File: src/rtl/vrra_pkg.sv
// Package with types, constants and command codes of the record ring allocator.
package vrra_pkg;

	localparam int unsigned BUF_WORDS = 4096;
	localparam int unsigned AW        = $clog2(BUF_WORDS);

	localparam logic [31:0] MARK_WRAP = 32'hFFFF_FFFF;
	localparam logic [31:0] MARK_END  = 32'hFFFF_FFFE;
	localparam logic [12:0] RESERVE_RST = 13'd1024;
	localparam logic [12:0] RESERVE_MIN = 13'd2;
	localparam logic signed [16:0] FREE_CAP = 17'sd16383;

	typedef enum logic [2:0] {
		CMD_WRITE   = 3'd0,
		CMD_FLUSH   = 3'd1,
		CMD_RELEASE = 3'd2,
		CMD_RESCAN  = 3'd3,
		CMD_READ    = 3'd4,
		CMD_FINISH  = 3'd5
	} cmd_t;

	typedef enum logic [1:0] {
		ST_OK       = 2'd0,
		ST_NO_LAST  = 2'd1,
		ST_NO_SPACE = 2'd2,
		ST_RANGE    = 2'd3
	} status_t;

	typedef enum logic [3:0] {
		MW_NONE,
		MW_DATA,
		MW_FL_ZERO,
		MW_FL_LEN,
		MW_FL_HDR,
		MW_WRAP_LEN,
		MW_WRAP_HDR,
		MW_RELEASE,
		MW_END_LEN,
		MW_END_HDR
	} mem_wr_t;

	typedef enum logic [2:0] {
		RD_NONE,
		RD_FLAG,
		RD_LEN,
		RD_LASTLEN,
		RD_WORD
	} mem_rd_t;

	typedef enum logic [4:0] {
		S_IDLE,
		S_DISPATCH,
		S_FL1,
		S_FL2,
		S_ADV,
		S_WRAP2,
		S_SCAN_CHK,
		S_SCAN_FLAG,
		S_SCAN_LEN,
		S_RD_CHK,
		S_RD_CAP,
		S_FIN2,
		S_LL,
		S_PUT
	} state_t;

	typedef struct packed {
		logic    latch;
		logic    st_set;
		status_t st_code;
		logic    word_cap;
		mem_wr_t wr;
		mem_rd_t rd;
		logic    commit;
		logic    adv_step;
		logic    wrap_reset;
		logic    space_set;
		logic    scan_stop;
		logic    scan_step;
		logic    put;
	} dp_ctrl_t;

	typedef struct packed {
		cmd_t cmd;
		logic space;
		logic wr_ok;
		logic fl_ok;
		logic adv_fits;
		logic adv_free_pos;
		logic scan_done;
		logic rd_nz;
		logic last_valid;
		logic in_range;
		logic out_busy;
	} dp_stat_t;

endpackage

File: src/rtl/vrra_ctrl.sv
// Sequencer that steps each request through its memory accesses.
module vrra_ctrl (
	input  logic               clk,
	input  logic               arst_n,
	input  logic               in_valid,
	output logic               in_ready,
	input  vrra_pkg::dp_stat_t stat,
	output vrra_pkg::dp_ctrl_t ctrl
);

	vrra_pkg::state_t state_q, state_d;

	always_ff @(posedge clk or negedge arst_n) begin
		if (!arst_n) begin
			state_q <= vrra_pkg::S_IDLE;
		end else begin
			state_q <= state_d;
		end
	end

	always_comb begin
		state_d  = state_q;
		in_ready = 1'b0;
		ctrl     = '0;
		ctrl.st_code = vrra_pkg::ST_OK;
		ctrl.wr      = vrra_pkg::MW_NONE;
		ctrl.rd      = vrra_pkg::RD_NONE;
		unique case (state_q)
			vrra_pkg::S_IDLE: begin
				in_ready = 1'b1;
				if (in_valid) begin
					ctrl.latch = 1'b1;
					state_d    = vrra_pkg::S_DISPATCH;
				end
			end
			vrra_pkg::S_DISPATCH: begin
				state_d = vrra_pkg::S_LL;
				case (stat.cmd)
					vrra_pkg::CMD_WRITE: begin
						if (!stat.space) begin
							ctrl.st_set  = 1'b1;
							ctrl.st_code = vrra_pkg::ST_NO_SPACE;
						end else if (!stat.wr_ok) begin
							ctrl.st_set  = 1'b1;
							ctrl.st_code = vrra_pkg::ST_RANGE;
						end else begin
							ctrl.wr = vrra_pkg::MW_DATA;
						end
					end
					vrra_pkg::CMD_FLUSH: begin
						if (!stat.space) begin
							ctrl.st_set  = 1'b1;
							ctrl.st_code = vrra_pkg::ST_NO_SPACE;
						end else if (!stat.fl_ok) begin
							ctrl.st_set  = 1'b1;
							ctrl.st_code = vrra_pkg::ST_RANGE;
						end else begin
							ctrl.wr = vrra_pkg::MW_FL_ZERO;
							state_d = vrra_pkg::S_FL1;
						end
					end
					vrra_pkg::CMD_RELEASE: ctrl.wr = vrra_pkg::MW_RELEASE;
					vrra_pkg::CMD_RESCAN:  state_d = vrra_pkg::S_SCAN_CHK;
					vrra_pkg::CMD_READ: begin
						if (!stat.last_valid) begin
							ctrl.st_set  = 1'b1;
							ctrl.st_code = vrra_pkg::ST_NO_LAST;
						end else begin
							ctrl.rd = vrra_pkg::RD_LASTLEN;
							state_d = vrra_pkg::S_RD_CHK;
						end
					end
					vrra_pkg::CMD_FINISH: begin
						ctrl.wr = vrra_pkg::MW_END_LEN;
						state_d = vrra_pkg::S_FIN2;
					end
					default: state_d = vrra_pkg::S_LL;
				endcase
			end
			vrra_pkg::S_FL1: begin
				ctrl.wr = vrra_pkg::MW_FL_LEN;
				state_d = vrra_pkg::S_FL2;
			end
			vrra_pkg::S_FL2: begin
				ctrl.wr     = vrra_pkg::MW_FL_HDR;
				ctrl.commit = 1'b1;
				state_d     = vrra_pkg::S_ADV;
			end
			vrra_pkg::S_ADV: begin
				if (stat.adv_fits) begin
					ctrl.adv_step = 1'b1;
					if (stat.adv_free_pos) begin
						state_d = vrra_pkg::S_SCAN_CHK;
					end else begin
						ctrl.space_set = 1'b1;
						state_d        = vrra_pkg::S_LL;
					end
				end else begin
					ctrl.wr = vrra_pkg::MW_WRAP_LEN;
					state_d = vrra_pkg::S_WRAP2;
				end
			end
			vrra_pkg::S_WRAP2: begin
				ctrl.wr         = vrra_pkg::MW_WRAP_HDR;
				ctrl.wrap_reset = 1'b1;
				state_d         = vrra_pkg::S_SCAN_CHK;
			end
			vrra_pkg::S_SCAN_CHK: begin
				if (stat.scan_done) begin
					ctrl.space_set = 1'b1;
					state_d        = vrra_pkg::S_LL;
				end else begin
					ctrl.rd = vrra_pkg::RD_FLAG;
					state_d = vrra_pkg::S_SCAN_FLAG;
				end
			end
			vrra_pkg::S_SCAN_FLAG: begin
				if (stat.rd_nz) begin
					ctrl.scan_stop = 1'b1;
					state_d        = vrra_pkg::S_LL;
				end else begin
					ctrl.rd = vrra_pkg::RD_LEN;
					state_d = vrra_pkg::S_SCAN_LEN;
				end
			end
			vrra_pkg::S_SCAN_LEN: begin
				ctrl.scan_step = 1'b1;
				state_d        = vrra_pkg::S_SCAN_CHK;
			end
			vrra_pkg::S_RD_CHK: begin
				if (!stat.in_range) begin
					ctrl.st_set  = 1'b1;
					ctrl.st_code = vrra_pkg::ST_RANGE;
					state_d      = vrra_pkg::S_LL;
				end else begin
					ctrl.rd = vrra_pkg::RD_WORD;
					state_d = vrra_pkg::S_RD_CAP;
				end
			end
			vrra_pkg::S_RD_CAP: begin
				ctrl.word_cap = 1'b1;
				state_d       = vrra_pkg::S_LL;
			end
			vrra_pkg::S_FIN2: begin
				ctrl.wr = vrra_pkg::MW_END_HDR;
				state_d = vrra_pkg::S_LL;
			end
			vrra_pkg::S_LL: begin
				ctrl.rd = vrra_pkg::RD_LASTLEN;
				state_d = vrra_pkg::S_PUT;
			end
			vrra_pkg::S_PUT: begin
				if (!stat.out_busy) begin
					ctrl.put = 1'b1;
					state_d  = vrra_pkg::S_IDLE;
				end
			end
			default: state_d = vrra_pkg::S_IDLE;
		endcase
	end

endmodule

File: config.mk
export PLATFORM = sky130hd
export DESIGN_NAME = vrra_ctrl
export DESIGN_NICKNAME = d
export VERILOG_FILES = /design/src/rtl/vrra_pkg.sv /design/src/rtl/vrra_ctrl.sv
export SDC_FILE = /design/constraint.sdc
export NUM_CORES = 1
export LEC_CHECK = 0
export ABC_AREA = 1
export ABC_CLOCK_PERIOD_IN_PS = 3600
export BUFFER_PORTS_ARGS = -buffer_cell sky130_fd_sc_hd__buf_2
export CORE_UTILIZATION = 47
export CTS_BUF_LIST = sky130_fd_sc_hd__clkbuf_2 sky130_fd_sc_hd__clkbuf_4 sky130_fd_sc_hd__clkbuf_8
export CTS_CLUSTER_SIZE = 14
export DETAILED_ROUTE_END_ITERATION = 8
export GPL_TIMING_DRIVEN = 1
export HOLD_SLACK_MARGIN = 0.05
export PLACE_DENSITY = 0.82
export RECOVER_POWER = 25
export SYNTH_ARGS = -nofsm -noshare
export SYNTH_HDL_FRONTEND = slang
export SYNTH_SLANG_ARGS = --single-unit
File: constraint.sdc
create_clock -name clk -period 3.6 [get_ports clk]
set_input_delay 0.36 -clock clk [delete_from_list [all_inputs] [get_ports clk]]
set_output_delay 0.36 -clock clk [all_outputs]
set_load 0.01 [all_outputs]
Word level (Yosys, flattened, before mapping). Cells that the tools add are included.

Register bits after elaboration: 5. Input bits: 16. Output and inout port bits: 20. Logic and storage cells: 76.

Eq/ne operators: 20. Muxes and demuxes: 50. Reductions and logical operators: 5.

Operators by type and width (number): case mux 5 bit (12 select lines) (1); two-way mux 3 bit (11); equality test 5 x 4 -> 1 bit (second input constant) (6); case mux 4 bit (6 select lines) (1); equality test 5 x 3 -> 1 bit (second input constant) (4); two-way mux 4 bit (5); case mux 5 bit (4 select lines) (1); two-way mux 1 bit (19); case mux 4 bit (4 select lines) (1); case mux 3 bit (5 select lines) (1); equality test 5 x 2 -> 1 bit (second input constant) (2); two-way mux 2 bit (5); two-way mux 5 bit (2); case mux 3 bit (3 select lines) (1); equality test 3 x 2 -> 1 bit (second input constant) (2); equality test 3 bit (second input constant) (2); case mux 3 bit (2 select lines) (1); equality test 5 x 1 -> 1 bit (second input constant) (1); zero test 5 bit (1); != test 2 bit (second input constant) (2); OR reduction 2 bit (2); equality test 3 x 1 -> 1 bit (second input constant) (1); zero test 3 bit (1); case mux 1 bit (2 select lines) (1); AND reduction 2 bit (1).

Longest topological paths before layout. Gate-level depths: netlist (run 1).

Depth after elaboration: 4. Depth in mapped cells: 8. Mapped depth without buffers: 8.

Worst setup path before layout (run 1). Ideal clock, no wire load.

Kind: reg2out. Start: reg state_q[3]. End: out ctrl[12] (netlist name). Arrival time: 1164 ps. Data required time: 3240 ps. Setup slack: 2076 ps. Cell stages (with the launch flop): 6. Buffers on the path: 0. Cell sequence: dfrtp_1 > nor2_4 > inv_2 > nor2_4 > inv_2 > o211ai_1.

RTL lines: start: declaration (RTL line vrra_ctrl.sv:11) `vrra_pkg::state_t state_q, state_d;`; start signal: assignment (RTL line vrra_ctrl.sv:15) `state_q <= vrra_pkg::S_IDLE;`; start signal: assignment (RTL line vrra_ctrl.sv:17) `state_q <= state_d;`; end: declaration (RTL line vrra_ctrl.sv:8) `output vrra_pkg::dp_ctrl_t ctrl`.

==> parameters.txt, run 1 <==
Parameter                              Value

Final layout
  Layout cells sized above 1    0.300
  Core Util, Final    0.684
  Final-layout fill cell count    135
  Total Nets Final    roughly 190
  Area of the multi-input gates    515 um^2
  Layout overhead on the synthesized area    29.5%
  Storage element area    roughly 100 um^2
  Flip-flop count of the largest register, all copies and words added    4
  Number of diodes added for antenna fixing    0
  Register with the most flip-flops    state_q
  Top flop regs    state_q x4

Worst setup path
  Required time of the worst setup path    3.24 ns
  Kind of critical path    reg -> out
  Worst R2R End    state_q[2]$_DFFE_PN0P_
  Source of the worst register-to-register timing path    state_q[1]$_DFFE_PN0P_
  Bufs and invs on worst path    2
  Slowest cell on the critical path    sky130_fd_sc_hd__dfrtp_1
  Maximum fanout count along the critical path    10
  Reg-to-reg setup timing slack    2.12 ns
  Family with the most delay on the worst path    simple AND/OR/NAND/NOR gates
  Arrival time at the worst endpoint    1.68 ns
  Capturing element type of the critical path    output port
  Register-to-Register Path Depth    7
  Peak per-stage delay on the critical path    roughly 0.43 ns
  Kind of start point of the critical path    flop
  Chain of cells forming the critical path    inv_1, nand2_1, nor2_4, nand4_1, o211ai_1, buf_2

Synthesis
  Warnings, synthesis    0
  Netlist cell types    21
  Number of flops mapped to enable cells by yosys    0
  Dominant synthesized flop cell    sky130_fd_sc_hd__dfrtp_1
  Synthesized netlist net count    148
  Yosys reg bits    4
  Post-Syn Instances    132
  Sequential-to-total area share from yosys stat    0.140
  Post-synthesis area per instance    5.40 um^2
  Async S/R FF share, synth    1.00
  Cell area after technology mapping    713 um^2

Placed design
  IO Port Bufs    35
  Dpl ws    approximately 1.9 ns
  Routability cong.    0.836
  HPWL reported at the end of detailed placement    1.83 mm

Hold path
  Class of the tightest hold or removal check    in -> reg
  Hold Path Depth    3
  Endpoint with the worst hold slack    state_q[0]$_DFFE_PN0P_
  Worst min-delay path startpoint    stat[0]

Clock tree
  Inserted Clock Buffers    3
  Count of hold buffers inserted by post-cts repair    1
  Clock tree root driver cell    sky130_fd_sc_hd__clkbuf_4
  Number of buffers between clock root and the deepest sink    2
  Clk sink count    4
  Worst-path clk slew    ~0.04 ns
  H-tree depth    1
  Source-to-sink clock delay at the later pin of the worst-skew pair    0.24 ns
  Resized Gates After CTS    0
  Clock tree from TritonCTS    yes
  Number of setup buffers added after CTS    0

Timing
  Remaining max-slew budget at the tightest pin    0.761
  Total Negative Setup Slacks    0 ns
  Max Transition Viols Final    0
  Period utilization    0.566
  Worst Slack Setup Final    1.56 ns
  Hold Worst Slack    0.442 ns
  Upper clock frequency limit    491 MHz
  Hold violation total from the final report    0
  Total of endpoints with negative setup slack in the final report    0
  Minimum clock period    2.04 ns
  Unrepaired setup endpoints after global routing    false
  Actual transition at the worst max-transition pin    0.357 ns
  Clock Skews    0.00931 ns

Floorplan
  Die area    1680 um^2
  Number of standard-cell rows in the floorplan    13
  Initial standard-cell utilization of the core    0.528
  Floorplan core area    1350 um^2
  I/O Pins    36
  Die X    between 40 and 50 um
  Die boundary height    41.0 um

GRT
  Global-route met1 utilization    0.299
  Highest-utilization routing layer at the global route stage    met2
  Sum of overflow across all layers after global routing    0
  Largest net degree at the start of global routing    11
  Initial antenna violation count    0
  Global router's overall resource usage    0.276
  Via count of the first global-routing pass    789
  Wire length of the first global-routing pass    between 3 and 4 mm
  Met3 global-route usage    0.0707
  Met2 track utilization from global routing    0.547

Power
  Peak supply drop    0.000397 V
  Cell internal power dissipation    0.000263 W
  Clk network pwr share    0.093
  Power per unit of standard cell area    669 nW/um^2
  Sequential fraction of design power    0.181
  Leakage    0.576 nW
  Power share of the combinational group    0.726
  Switching part of the total    0.574
  Net Switching    0.000355 W

Routing
  DRT antenna net count    0
  Via density per instance    5.35
  Routed wirelength normalized by instance count    11.7 um
  Total wire length after detailed routing    2.16 mm
  Initial DRC Count    44
  Drt drc    0
  Initial DRT Pass Iterations    4
  Number of vias in the routed layout    989

Flow run
  Count of max-cap constraint violations    0

Outcome
  Status    finished, final reports clean
[tightest hold or removal path, delay by kind of cell]
family	cells	cell delay, ns
buffers and inverters	1	0.11
AND/OR/NAND/NOR	2	0.16
[how the worst max path moves through the flow]
stage,start,end,slack [ns],depth (start not counted)
after floorplan,state_q[3]$_DFFE_PN0P_,ctrl[12],2.08,5
after global placement,state_q[3]$_DFFE_PN0P_,ctrl[8],1.92,6
after detailed placement,state_q[3]$_DFFE_PN0P_,ctrl[8],1.88,6
after CTS,state_q[3]$_DFFE_PN0P_,ctrl[8],1.62,6
after global routing,state_q[1]$_DFFE_PN0P_,ctrl[8],1.46,6
final,state_q[1]$_DFFE_PN0P_,ctrl[8],1.56,6
[power by group through the flow]
stage | clock [W] | combinational [W] | sequential [W]
3_3_place_gp | 0 | 0.000437 | 0.000109
2_1_floorplan | 0 | 0.000317 | 0.000104
4_1_cts | 0.0000586 | 0.000451 | 0.000111
5_1_grt | 0.0000633 | 0.000493 | 0.000115
6_report | 0.0000574 | 0.000449 | 0.000112
3_5_place_dp | 0 | 0.000448 | 0.000112
[area by class of cell]
class / instances / share of cell area
Multi-Input combinational cell: 105 / 0.558
Sequential cell: 4 / 0.108
Timing Repair Buffer: 36 / 0.199
Clock buffer: 3 / 0.0244
Tap cell: 15 / 0.0203
Inverter: 22 / 0.0894
[synthesized netlist by cell type, types with 4 or more instances]
library cell / n / area (um^2)
sky130_fd_sc_hd__nand2_1: 37 / 139
sky130_fd_sc_hd__nor2_1: 19 / 71.3
sky130_fd_sc_hd__inv_1: 18 / 67.6
sky130_fd_sc_hd__nand3_1: 13 / 65.1
sky130_fd_sc_hd__nand3b_1: 6 / 45.0
sky130_fd_sc_hd__nand2_2: 5 / 31.3
sky130_fd_sc_hd__dfrtp_1: 4 / 100
sky130_fd_sc_hd__inv_2: 4 / 15.0
[routing by layer]
metal / share of wire / vias to the layer above
li1: - / 497
met1: 0.41 / 440
met2: 0.52 / 52
met3: 0.073 / 0
met4: 0 / 0
met5: 0 / -
[metrics by stage]
stage | area, um^2 | power (W) | instances
after CTS | 935 | 0.000621 | 185
after detailed placement | 902 | 0.000560 | 181
after floorplan | 713 | 0.000422 | 132
after global placement | 902 | 0.000546 | 181
after global routing | 923 | 0.000671 | 185
final | 923 | 0.000618 | 185
[cell usage in the layout, fill, tap and decap left out]
| cell | n |
|---|---|
| sky130_fd_sc_hd__o21ai_0 | 1 |
| sky130_fd_sc_hd__nand4_1 | 3 |
| sky130_fd_sc_hd__buf_2 | 34 |
| sky130_fd_sc_hd__o22ai_1 | 1 |
| sky130_fd_sc_hd__nor2_1 | 19 |
| sky130_fd_sc_hd__dfrtp_1 | 4 |
| sky130_fd_sc_hd__o211ai_1 | 3 |
| sky130_fd_sc_hd__clkbuf_1 | 1 |
| sky130_fd_sc_hd__nor2_2 | 3 |
| sky130_fd_sc_hd__nor3_1 | 3 |
| sky130_fd_sc_hd__dlygate4sd3_1 | 1 |
| sky130_fd_sc_hd__a21oi_1 | 1 |
| sky130_fd_sc_hd__clkbuf_4 | 3 |
| sky130_fd_sc_hd__inv_2 | 4 |
| sky130_fd_sc_hd__nand2_1 | 39 |
| sky130_fd_sc_hd__nand3_2 | 1 |
| sky130_fd_sc_hd__nor2_4 | 3 |
| sky130_fd_sc_hd__nand3b_1 | 6 |
| sky130_fd_sc_hd__inv_1 | 18 |
| sky130_fd_sc_hd__o21ai_1 | 3 |
| sky130_fd_sc_hd__and2_1 | 1 |
| sky130_fd_sc_hd__nand3_1 | 14 |
| sky130_fd_sc_hd__o31ai_1 | 1 |
| sky130_fd_sc_hd__nand2_2 | 3 |
[kinds of logic after synthesis]
| group | after synthesis | synth area share |
|---|---|---|
| compound gates | 10 | 0.0860 |
| buf+inv | 23 | 0.123 |
| flops | 4 | 0.140 |
| simple gates | 95 | 0.651 |
Power figures use the tool's default switching activity.
==> run 2: changes to the inputs <==
Settings changed: ABC_AREA 1 to 0, ABC_CLOCK_PERIOD_IN_PS 3600 to 1720, CORE_UTILIZATION 47 to 43, PLACE_DENSITY 0.82 to 0.78.
Clock period 3.6 ns to 1.72 ns, I/O delays scaled along.
==> run 2 against run 1 <==
  * The flow now finishes with violations (DRC, setup timing)
  * Critical endpoint is now ctrl[13]
  * First-iteration DRC count down 20%
  * Non-clock buffer count rose by 10
  * Critical path type unchanged
  * Routed wire length is 6.2% higher
  * Die area up 13%
  * Count of clock-buffer cells in the layout did not move
  * Area after synthesis increased by 4.2%
==> parameters.txt, run 2 <==
Parameter                              Value

Outcome
  Status    finished with violations
  Failing checks    DRC, setup timing

Final layout
  Most frequent standard cell in the layout excluding fill and tap cells    sky130_fd_sc_hd__buf_2
  Number of diodes added for antenna fixing    0 (unchanged)
  Total Nets Final    174 (-7.4%)
  Leading cell types in the layout, fill and taps excluded    34 x sky130_fd_sc_hd__buf_2, 13 x sky130_fd_sc_hd__a21oi_1, 11 x sky130_fd_sc_hd__nand2_1
  Design Area, Final    1070 um^2 (+15%)
  Layout cells sized above 1    0.391 (+0.0910)
  Flip-flop count of the largest register, all copies and words added    4 (unchanged)
  Top flop regs    state_q x4
  Layout overhead on the synthesized area    43.4%
  Register with the most flip-flops    state_q
  Core Util, Final    0.684 (about the same)

Worst setup path
  Kind of start point of the critical path    flop
  Kind of critical path    reg -> out
  Capturing element type of the critical path    output port
  Arrival time at the worst endpoint    1.67 ns (about the same)
  Source of the worst register-to-register timing path    state_q[3]$_DFFE_PN0P_
  Required time of the worst setup path    1.55 ns (-1.69 ns)
  Worst setup path startpoint    state_q[3]$_DFFE_PN0P_
  Maximum fanout count along the critical path    4 (-6)

Timing
  Hold Worst Slack    0.263 ns (-0.179 ns)
  Clock Skews    0.00718 ns (-0.00213 ns)
  Total of endpoints with negative setup slack in the final report    7 (+7)
  Minimum clock period    around 1.8 ns
  Unrepaired setup endpoints after global routing    true
  Worst Slack Setup Final    -0.126 ns (-1.69 ns)
  Actual transition at the worst max-transition pin    0.266 ns (-0.0911 ns)
  Max Transition Viols Final    0 (unchanged)
  Upper clock frequency limit    542 MHz
  Remaining max-slew budget at the tightest pin    0.823 (+0.0616)
  Hold violation total from the final report    0 (unchanged)
  Period utilization    1.07

GRT
  Global router's overall resource usage    0.248 (-0.0281)
  Via count of the first global-routing pass    771 (-2.3%)
  Wire length of the first global-routing pass    3.55 mm (+15%)
  Initial antenna violation count    0 (unchanged)
  Largest net degree at the start of global routing    24 (+13)
  Sum of overflow across all layers after global routing    0 (unchanged)

Synthesis
  Post-Syn Instances    116 (-12%)
  Leading area contributor after synthesis    sky130_fd_sc_hd__dfrtp_1
  Most instantiated cells after synthesis    13 x sky130_fd_sc_hd__a21oi_1, 12 x sky130_fd_sc_hd__nor2_1, 11 x sky130_fd_sc_hd__nand2_1
  Top area cells in the synthesized netlist    sky130_fd_sc_hd__dfrtp_1 13%, sky130_fd_sc_hd__a21oi_1 8.8%, sky130_fd_sc_hd__nor2_1 6.1%
  Netlist cell types    38 (+81%)
  Synthesized netlist net count    132 (-11%)
  Async S/R FF share, synth    1.00 (unchanged)
  Count leader, synth    sky130_fd_sc_hd__a21oi_1
  Warnings, synthesis    0 (unchanged)
  Sequential-to-total area share from yosys stat    0.135 (-0.00567)
  Dominant synthesized flop cell    sky130_fd_sc_hd__dfrtp_1
  Number of flops mapped to enable cells by yosys    0 (unchanged)
  Yosys reg bits    4 (unchanged)
  Cell area after technology mapping    743 um^2 (+4.2%)
  Post-synthesis area per instance    6.41 um^2 (+19%)
  Fraction of synthesized cell area taken by the top area cell type    0.135 (-0.0601)

Hold path
  Worst min-delay path startpoint    stat[5]
  Class of the tightest hold or removal check    in -> reg

Routing
  Number of vias in the routed layout    997 (+0.81%)
  Routed wirelength normalized by instance count    13.3 um (+14%)
  Drt drc    8 (+8)
  Total wire length after detailed routing    2.29 mm (+6.2%)
  Via density per instance    5.80 (+8.4%)
  DRT antenna net count    0 (unchanged)
  Initial DRC Count    35 (-20%)
  Initial DRT Pass Iterations    6 (+2)

Clock tree
  H-tree depth    1 (unchanged)
  Clock tree root driver cell    sky130_fd_sc_hd__clkbuf_4
  Inserted Clock Buffers    3 (unchanged)
  Number of buffers between clock root and the deepest sink    2 (unchanged)
  Clock tree from TritonCTS    yes
  Worst-path clk slew    0.04 ns (about the same)
  Clk sink count    4 (unchanged)
  Source-to-sink clock delay at the later pin of the worst-skew pair    0.24 ns (about the same)

Placed design
  HPWL reported at the end of detailed placement    1.73 mm (-5.5%)
  Dpl ws    0.0494 ns (-1.83 ns)
  DP Area    962 um^2 (+6.7%)
  Routability cong.    0.880 (+5.2%)
  IO Port Bufs    35 (unchanged)

Power
  Power per unit of standard cell area    1490 nW/um^2 (+120%)
  Peak supply drop    0.000839 V (+110%)
  Leakage    0.525 nW (-9.0%)
  Design Power    0.00159 W (+160%)

Floorplan
  Number of standard-cell rows in the floorplan    14 (+1)
  Die X    43.6 um (+6.4%)
  Floorplan core area    1560 um^2 (+15%)
  Die boundary height    43.6 um (+6.4%)
  I/O Pins    36 (unchanged)
  Die area    1900 um^2 (+13%)
  Initial standard-cell utilization of the core    0.477 (-0.0515)

Flow run
  Count of max-cap constraint violations    0 (unchanged)
[run 2: cell families (layout without fill, tap and decap cells)]
family / count (synthesis) / in the layout / share of synthesized area
buffers and inverters: 17 / 57 / 0.106
and+or+nand+nor: 52 / 52 / 0.384
muxes: 1 / 1 / 0.0135
AOI/OAI and AO/OA: 42 / 42 / 0.362
DFF: 4 / 4 / 0.135
[run 2: where the power goes]
part	switching (W)	leakage, nW	internal (W)	total [W]
logic	0.000740	0.462	0.000554	0.00129
clock network	0.0000415	0.0138	0.0000782	0.000120
registers	0.0000321	0.0488	0.000143	0.000175
total	0.000814	0.525	0.000775	0.00159
[run 2: worst max-delay path, cell delays in order, from the launching register on]
cell and delay (ns):
sky130_fd_sc_hd__dfrtp_1 0.38, sky130_fd_sc_hd__or4b_4 0.58, sky130_fd_sc_hd__nor2_4 0.15, sky130_fd_sc_hd__nand3_2 0.10
sky130_fd_sc_hd__o21ai_1 0.08, sky130_fd_sc_hd__buf_2 0.14
[run 2: worst paths after layout]
check / end / cells past startpoint / slack (ns)
setup / recovery: ctrl[13] / 5 / -0.13
hold / removal: state_q[1]$_DFFE_PN0P_ / 3 / 0.26
setup reg to reg: state_q[0]$_DFFE_PN0P_ / 5 / 0.13
hold reg to reg: state_q[2]$_DFFE_PN0P_ / 3 / 0.78
max in group asynchronous: state_q[1]$_DFFE_PN0P_ / 2 / 1.24
min in group asynchronous: state_q[0]$_DFFE_PN0P_ / 2 / 0.29
[run 2: what timing repair did]
action / 4_1_cts / 5_1_grt
hold buffers: 1 / 0
buffers inserted: 1 / 1
pin swaps: 3 / 1
cloned: 0 / 0
endpoints found under the hold margin: 4 / 0
resized for setup: 6 / 7
setup endpoints to repair: 7 / 11
[run 2: per-layer routing]
| metal | up-vias | wire length [um] | global-route usage | share of wire |
|---|---|---|---|---|
| li1 | 507 | - | - | - |
| met1 | 446 | 994 | 0.351 | 0.43 |
| met2 | 44 | 1130 | 0.385 | 0.49 |
| met3 | 0 | 171 | 0.0750 | 0.075 |
| met4 | 0 | 0 | 0.0188 | 0 |
| met5 | - | 0 | 0 | 0 |
[run 2: cell type report]
class | instances | area (um^2)
Clock buffer | 3 | 22.5
Fill cell | 136 | 493
Inverter | 8 | 30.0
Multi-Input combinational cell | 95 | 618
Sequential cell | 4 | 100
Tap cell | 16 | 20.0
Timing Repair Buffer | 46 | 275
[run 2: metrics by stage]
step | std cells | TNS, ns
after floorplan | 116 | 0
after global placement | 166 | 0
after detailed placement | 166 | 0
after CTS | 171 | -0.582
after global routing | 172 | -1.17
final | 172 | -0.574
